===== src/hdl/wsd_pkg.sv =====
// ----------------------------------------------------------------------------
// wsd_pkg: shared types and constants of the windowed stability detector
// Register indexes, field widths, sequencer states and the command struct of
// the shared multiply-accumulate unit.
// ----------------------------------------------------------------------------
package wsd_pkg;

	// stream payload layout
	localparam int IN_DATA_W      = 64;
	localparam int SAMPLE_FIELD_W = 32;
	localparam int OUT_DATA_W     = 16;

	// configuration port
	localparam int CFG_IDX_W  = 2;
	localparam int CFG_DATA_W = 32;
	localparam int TOL_W      = 32;
	localparam int REQ_W      = 8;
	localparam int WLEN_W     = 10;

	localparam logic [CFG_IDX_W-1:0] REG_TOLERANCE = 2'd0;
	localparam logic [CFG_IDX_W-1:0] REG_REQUIRED  = 2'd1;
	localparam logic [CFG_IDX_W-1:0] REG_WINDOW    = 2'd2;

	localparam logic [TOL_W-1:0]  TOL_RESET  = 32'd4295;
	localparam logic [REQ_W-1:0]  REQ_RESET  = 8'd3;
	localparam logic [WLEN_W-1:0] WLEN_RESET = 10'd500;

	// request kinds carried in tuser
	localparam logic ACTION_ADD   = 1'b0;
	localparam logic ACTION_CHECK = 1'b1;

	localparam logic [REQ_W-1:0] STREAK_MAX = 8'd255;

	// multiply-accumulate unit: 32x32 partial products into a wide accumulator
	localparam int LIMB_W    = 32;
	localparam int MAC_A_W   = 3 * LIMB_W;
	localparam int MAC_B_W   = 2 * LIMB_W;
	localparam int MAC_ACC_W = MAC_A_W + MAC_B_W;

	typedef struct packed {
		logic       start;
		logic [1:0] a_last;   // index of the top limb of operand a
		logic       b_last;   // index of the top limb of operand b
	} mac_cmd_t;

	typedef enum logic [3:0] {
		ST_IDLE,
		ST_SQ_LN,     // square of new lift sample
		ST_SQ_LO,     // square of evicted lift sample
		ST_SQ_DN,
		ST_SQ_DO,
		ST_ADD_UPD,
		ST_T2,        // tolerance squared
		ST_SIG,       // pick path for current signal
		ST_S2,        // sum squared
		ST_NQ,        // n * square sum, then D
		ST_TS,        // T^2 * S^2 and compare
		ST_TN,        // T^2 * n and compare (zero mean)
		ST_STREAK,
		ST_FINISH
	} wsd_state_t;

endpackage


===== src/hdl/wsd_mac.sv =====
// ----------------------------------------------------------------------------
// wsd_mac: shared iterative multiplier
// Multiplies a (up to three 32-bit limbs) by b (up to two limbs), one 32x32
// partial product per cycle, summed into a wide accumulator. done pulses
// for one cycle when prod holds the full product.
// ----------------------------------------------------------------------------
module wsd_mac (
	input  logic                          clk,
	input  logic                          arst_n,
	input  wsd_pkg::mac_cmd_t             cmd,
	input  logic [wsd_pkg::MAC_A_W-1:0]   a,
	input  logic [wsd_pkg::MAC_B_W-1:0]   b,
	output logic                          done,
	output logic [wsd_pkg::MAC_ACC_W-1:0] prod
);
	import wsd_pkg::*;

	logic [MAC_A_W-1:0]   a_q;
	logic [MAC_B_W-1:0]   b_q;
	logic [1:0]           a_last_q;
	logic                 b_last_q;
	logic [1:0]           i_q;
	logic                 j_q;
	logic                 run_q;
	logic                 vld_s1;
	logic                 last_s1;
	logic [2*LIMB_W-1:0]  prod_s1;
	logic [1:0]           sh_s1;
	logic [MAC_ACC_W-1:0] acc_q;
	logic                 done_q;

	logic                 issue_last;
	logic [LIMB_W-1:0]    a_limb;
	logic [LIMB_W-1:0]    b_limb;
	logic [MAC_ACC_W-1:0] partial;

	assign issue_last = (i_q == a_last_q) && (j_q == b_last_q);
	assign a_limb     = a_q[i_q*LIMB_W +: LIMB_W];
	assign b_limb     = b_q[j_q*LIMB_W +: LIMB_W];
	assign partial    = MAC_ACC_W'(prod_s1) << (sh_s1 * LIMB_W);

	always_ff @(posedge clk or negedge arst_n) begin
		if (!arst_n) begin
			run_q   <= 1'b0;
			i_q     <= '0;
			j_q     <= 1'b0;
			vld_s1  <= 1'b0;
			last_s1 <= 1'b0;
			done_q  <= 1'b0;
		end else begin
			vld_s1  <= run_q;
			last_s1 <= issue_last;
			done_q  <= vld_s1 && last_s1;
			if (cmd.start) begin
				run_q <= 1'b1;
				i_q   <= '0;
				j_q   <= 1'b0;
			end else if (run_q) begin
				if (issue_last)
					run_q <= 1'b0;
				if (j_q == b_last_q) begin
					j_q <= 1'b0;
					i_q <= i_q + 2'd1;
				end else begin
					j_q <= j_q + 1'b1;
				end
			end
		end
	end

	always_ff @(posedge clk) begin
		if (cmd.start) begin
			a_q      <= a;
			b_q      <= b;
			a_last_q <= cmd.a_last;
			b_last_q <= cmd.b_last;
		end
		if (run_q) begin
			prod_s1 <= a_limb * b_limb;
			sh_s1   <= i_q + {1'b0, j_q};
		end
		if (cmd.start)
			acc_q <= '0;
		else if (vld_s1)
			acc_q <= acc_q + partial;
	end

	assign done = done_q;
	assign prod = acc_q;

endmodule


===== config.mk =====
export PLATFORM = sky130hd
export DESIGN_NAME = wsd_mac
export DESIGN_NICKNAME = d
export VERILOG_FILES = /design/src/hdl/wsd_pkg.sv /design/src/hdl/wsd_mac.sv
export SDC_FILE = /design/constraint.sdc
export NUM_CORES = 2
export LEC_CHECK = 0
export CORE_UTILIZATION = 40
export DETAILED_ROUTE_END_ITERATION = 8
export DONT_BUFFER_PORTS = 1
export PLACE_DENSITY = 0.51
export SETUP_SLACK_MARGIN = 0.4
export SLEW_MARGIN = 30
export SYNTH_ARGS = -nofsm -noshare
export SYNTH_HDL_FRONTEND = slang
export SYNTH_SLANG_ARGS = --single-unit

===== constraint.sdc =====
create_clock -name clk -period 28.4 [get_ports clk]
set_input_delay 0 -clock clk [delete_from_list [all_inputs] [get_ports clk]]
set_output_delay 0 -clock clk [all_outputs]
set_load 0.01 [all_outputs]

# [Yosys cells after proc, flatten, opt, wreduce, memory -nomap -nowiden]
# Index checks and enable logic that the tools add are counted.
# Widths: inputs -> output; s select.
[word_totals] word_cells=37 regBits=396
[op_classes] n_eq_ne=2 mul=1 reduce_logical=5 shift=3 muxes=9 addsub=4
[ops] cell="$add 160x160->160" count=1
[ops] cell="$shl 64x7->160" count=1
[ops] cell="$shiftx 96x8->32" count=1
[ops] cell="$mul 32x32->64" count=1
[ops] cell="$shiftx 64x7->32" count=1
[ops] cell="$mux 1" count=6
[ops] cell="$mux 2" count=3
[ops] cell="$reduce_bool 2->1" count=2
[ops] cell="$add 2x1->2" count=1
[ops] cell="$add 2x1->2 const B" count=1
[ops] cell="$eq 2x2->1" count=1
[ops] cell="$logic_and 1x1->1" count=2
[ops] cell="$reduce_and 2->1" count=1
[ops] cell="$add 1x1->1 const B" count=1
[ops] cell="$eq 1x1->1" count=1

# [Depth between registers and ports, before layout]
[logic_depth] word_depth=5 depth_mapped=36 depth_no_buf=33

# [Worst setup path before layout]
# Ideal clock, no wire load.
[synth_path] path_kind="register to register" startpoint="reg i_q[0]" endpoint="reg prod_s1[62], data pin" required_ns=28.135 period_less_slack_ns=9.355 stages_incl_launch_ff=35 setup_ns=0.265 path_slack_ns=19.045 arrival_ns=9.090 cell_sequence="dfrtp_1 -> clkbuf_1 -> buf_1 -> mux2i_1 -> nor2_1 -> a21oi_1 -> clkbuf_1 -> nor2_1 -> fa_1 -> inv_1 -> fa_1 -> inv_1 -> fa_1 -> inv_1 -> fa_1 -> inv_1 -> fa_1 -> fa_1 -> fa_1 -> fa_1 -> ha_1 -> a21o_1 -> a21o_1 -> a21oi_1 -> a21oi_1 -> a211o_1 -> a221o_1 -> a21o_1 -> nand3_1 -> o211ai_1 -> a21o_1 -> a221o_1 -> a31oi_1 -> o211ai_1 -> xor2_1"
[synth_via] elab_chain_cells=2
[synth_lines] item="from (decl)" line_no="wsd_mac.sv:22" rtl="logic [1:0] i_q;"
[synth_lines] item="from (signal assigned)" line_no="wsd_mac.sv:63" rtl="i_q <= i_q + 2'd1;"
[synth_lines] item="$shiftx 96x8->32" line_no="wsd_mac.sv:38" rtl="assign a_limb = a_q[i_q*LIMB_W +: LIMB_W];"
[synth_lines] item="$mul 32x32->64" line_no="wsd_mac.sv:79" rtl="prod_s1 <= a_limb * b_limb;"
[synth_lines] item="to (signal assigned)" line_no="wsd_mac.sv:79"
[synth_lines] item="to (decl)" line_no="wsd_mac.sv:27" rtl="logic [2*LIMB_W-1:0] prod_s1;"
# No other way between the ends.
# A chain may end at the register's enable or synchronous reset.

# [Worst setup path in the final report]
[layout_path] startpoint="reg i_q[0]" endpoint="reg prod_s1[63], data pin"
# The elaborated chain is that of the path after synthesis.

==> results by group <==
Logic synthesis
  – Syn_nets: 7858
  – Sequential-to-total area share from yosys stat: between 15 and 20%
  – Syn Inst Count: around 6400
  – Syn avg cell area: between 8 and 9 um2
  – Cell taking the most area after synthesis: fa_1
  – Synthesis-stage register bit count: 396
  – Share of the synthesized area in the top cell type: 31.4%
  – Total of warnings raised by yosys: 0
  – Async S/R FF share, synth: 1.77%
  – Primary FF master, synth: edfxtp_1
  – Synth area leaders: fa_1, edfxtp_1, ha_1
  – Yosys cell types: 88
  – Mapped Area: ~57000 um2
  – EDFF count, synth: 229

CTS
  – Clock Pin Slew Worst Setup and Hold Paths: 60 ps
  – Post-CTS Setup Bufs: 0
  – Resized cells post-CTS: 0
  – Clock Path Buffers: 3
  – CTS Root Cell: clkbuf_16
  – CTS tree: built
  – Num Clock Sinks: 396
  – H-tree depth: 2
  – TritonCTS Buffers: 49
  – Clock Latency Late Sink: ~700 ps

Timing
  – Finish-stage setup viols: 0
  – Final slew viol count: 0
  – Minimum clock period after layout: 10460 ps
  – Max-slew headroom: between 20 and 30%
  – Worst-margin pin slew: 1060 ps
  – F_max: between 90 and 100 MHz
  – Tcrit/Tclk final: 36.8%
  – Unrepaired setup endpoints after global routing: false
  – Setup TNS: 0 ps
  – Clock skew: approximately 57 ps
  – Final Hold Violating Endpoints: 0

Worst setup path
  – Worst endpoint required time: 28800 ps
  – Worst path top cell family by delay: adder cells
  – CP bufs+invs: 4
  – Crit Path Max Fanout: 38
  – Setup crit end kind: flip-flop
  – Crit-path max cell delay: 750 ps
  – Cell seen most often among critical-path stages: fa_1
  – Arrival @ worst endpoint: 10860 ps
  – Crit-path slowest cell: mux2i_1
  – CP Launch Type: flip-flop
  – Crit Path Category: flip-flop to flip-flop

Die
  – Initial core utilization: 40.3%
  – Ports: 327
  – Area of the die: 144000 um2
  – Die W: 380 um
  – # rows: 138
  – Die Span Y: 380 um
  – Total core area: roughly 140000 um2

Global route
  – Vias in the first global route: 48309
  – Gr usage total: 29.8%
  – Largest net degree at the start of global routing: 274
  – First-pass GRT wire length: about 320000 um
  – GR Overflow Total: 0
  – Initial antenna violation count: 4

Routing
  – Drt pass-1 iters: 8
  – Iter 0 DRT Violations: 3322
  – Detailed Route WL: 216000 um
  – Routed vias/inst: ~5.5
  – Detailed route wirelength on metal3: 15500 um
  – Wl on met1: 89000 um
  – Uppermost routed layer: met4
  – DRC Markers: 0
  – Routed length per placed instance: 25.6 um
  – Routed vias: around 47000
  – Antenna Violating Nets Remaining: 0
  – Metal2 WL: 101000 um

Min path
  – Min-delay worst type: primary input to flip-flop

Placed design
  – Placer Congestion: 0.942
  – DPL Wire Length: 169000 um
  – PortBufs: 0

Job
  – Max-Cap Viols: 0

Final layout
  – Layout cells sized above 1: between 4 and 5%
  – Nets@finish: 8009
  – Area Growth Syn to Fin: 12.5%

Outcome
  – Status: finished, final reports clean
## metrics by stage
step	utilization, %	instances	cell area, um2	hold WS (ps)	worst slack (ps)
floorplan	-	6371	57100	-296	19050
global placement	41.8	8029	59200	-295	17940
detailed placement	41.8	8030	59200	-295	17940
CTS	45.3	8446	64200	3.09	17930
global route	45.4	8450	64300	28.2	17630
finish	45.4	8452	64300	41.3	17940
## worst register-to-register path, delay by kind of cell, from the launching register on
family,cells,cell delay (ps)
buf+inv,4,1040
mux,1,760
simple gates,5,1170
compound gates,11,2850
xor+xnor,1,130
fa+ha+maj,9,3890
flops,1,380
## registers in the layout (all words and copies together) (netlist names)
name,flops
a_last_q,2
last_s1,1
done,1
j_q,1
a_q,96
sh_s1,2
b_q,64
i_q,2
b_last_q,1
prod_s1,64
run_q,1
prod,160
vld_s1,1
## what timing repair did
| action | in CTS | in global routing |
|---|---|---|
| endpoints found under the hold margin | 469 | 18 |
| endpoints found under the setup margin | 0 | 0 |
| hold buffers | 327 | 2 |
## cell usage after synthesis (all sizes together) (29+ instances only)
cell      n
fa      897
o21ai   201
a21oi   328
clkbuf  301
a22o     41
o21bai   63
nand4    85
nand3    38
edfxtp  229
nand2   684
ha      424
a21o    150
inv     916
and2     47
mux2     30
nand2b   31
nor2    921
buf      30
nor3     29
xor2     87
and3     47
mux2i   190
nor2b    57
xnor2   132
dfxtp   160
## cell families after synthesis
logic type	synth area share (%)
fa+ha+maj	40.7
buf+inv	8.23
xor+xnor	3.36
mux	3.92
simple gates	14.8
flops	18.0
compound gates	11.0
## cells in the final DEF (no fill, tap or decap), types with 22 or more instances in the layout
master / Yosys / routed
a21o_1: 150 / 150
a21oi_1: 324 / 301
a21oi_2: 4 / 22
a22o_1: 41 / 41
a31oi_1: 24 / 24
and2_1: 47 / 47
and3_1: 47 / 47
buf_4: 0 / 99
clkbuf_16: 0 / 49
dfxtp_1: 160 / 160
dlygate4sd3_1: 0 / 328
edfxtp_1: 229 / 229
fa_1: 897 / 897
ha_1: 424 / 424
inv_1: 916 / 916
mux2_2: 30 / 30
mux2i_1: 190 / 165
mux2i_2: 0 / 22
nand2_1: 682 / 682
nand2b_1: 31 / 30
nand3_1: 38 / 38
nand4_1: 85 / 85
nor2_1: 921 / 919
nor2b_1: 57 / 54
nor3_1: 29 / 29
o21a_1: 27 / 27
o21ai_0: 177 / 177
o21bai_1: 63 / 63
xnor2_1: 132 / 132
xor2_1: 87 / 87
## worst paths after layout
path	from	to	slack, ps	cells after the start
min in group asynchronous	arst_n	done	230	2
worst max-delay path	i_q[0]	prod_s1[63]	17940	31
worst min-delay path	a[48]	a_q[48]	40	1
worst min register to register	last_s1	done	450	1
worst max register to register	i_q[0]	prod_s1[63]	17940	31
max in group asynchronous	arst_n	j_q	27800	2
## final cells by class
cell class,count,area (um2)
inverters,916,3440
multi-input cells,4728,42400
flip-flops and latches,396,10300
clock inverters,31,385
well taps,1890,2360
clock buffers,58,1260
diodes,2,5.00
repair buffers,431,4120
fillers,13799,77300
## layer usage
layer / track usage, % / vias up
met3: 5.31 / 370
met5: 0 / -
met4: 12.5 / 0
li1: - / 20830
met2: 49.4 / 1786
met1: 38.1 / 23551
Power is left out: the tool's default activity adds up to more than one toggle a clock period on the data nets, which glitch-free logic cannot reach.
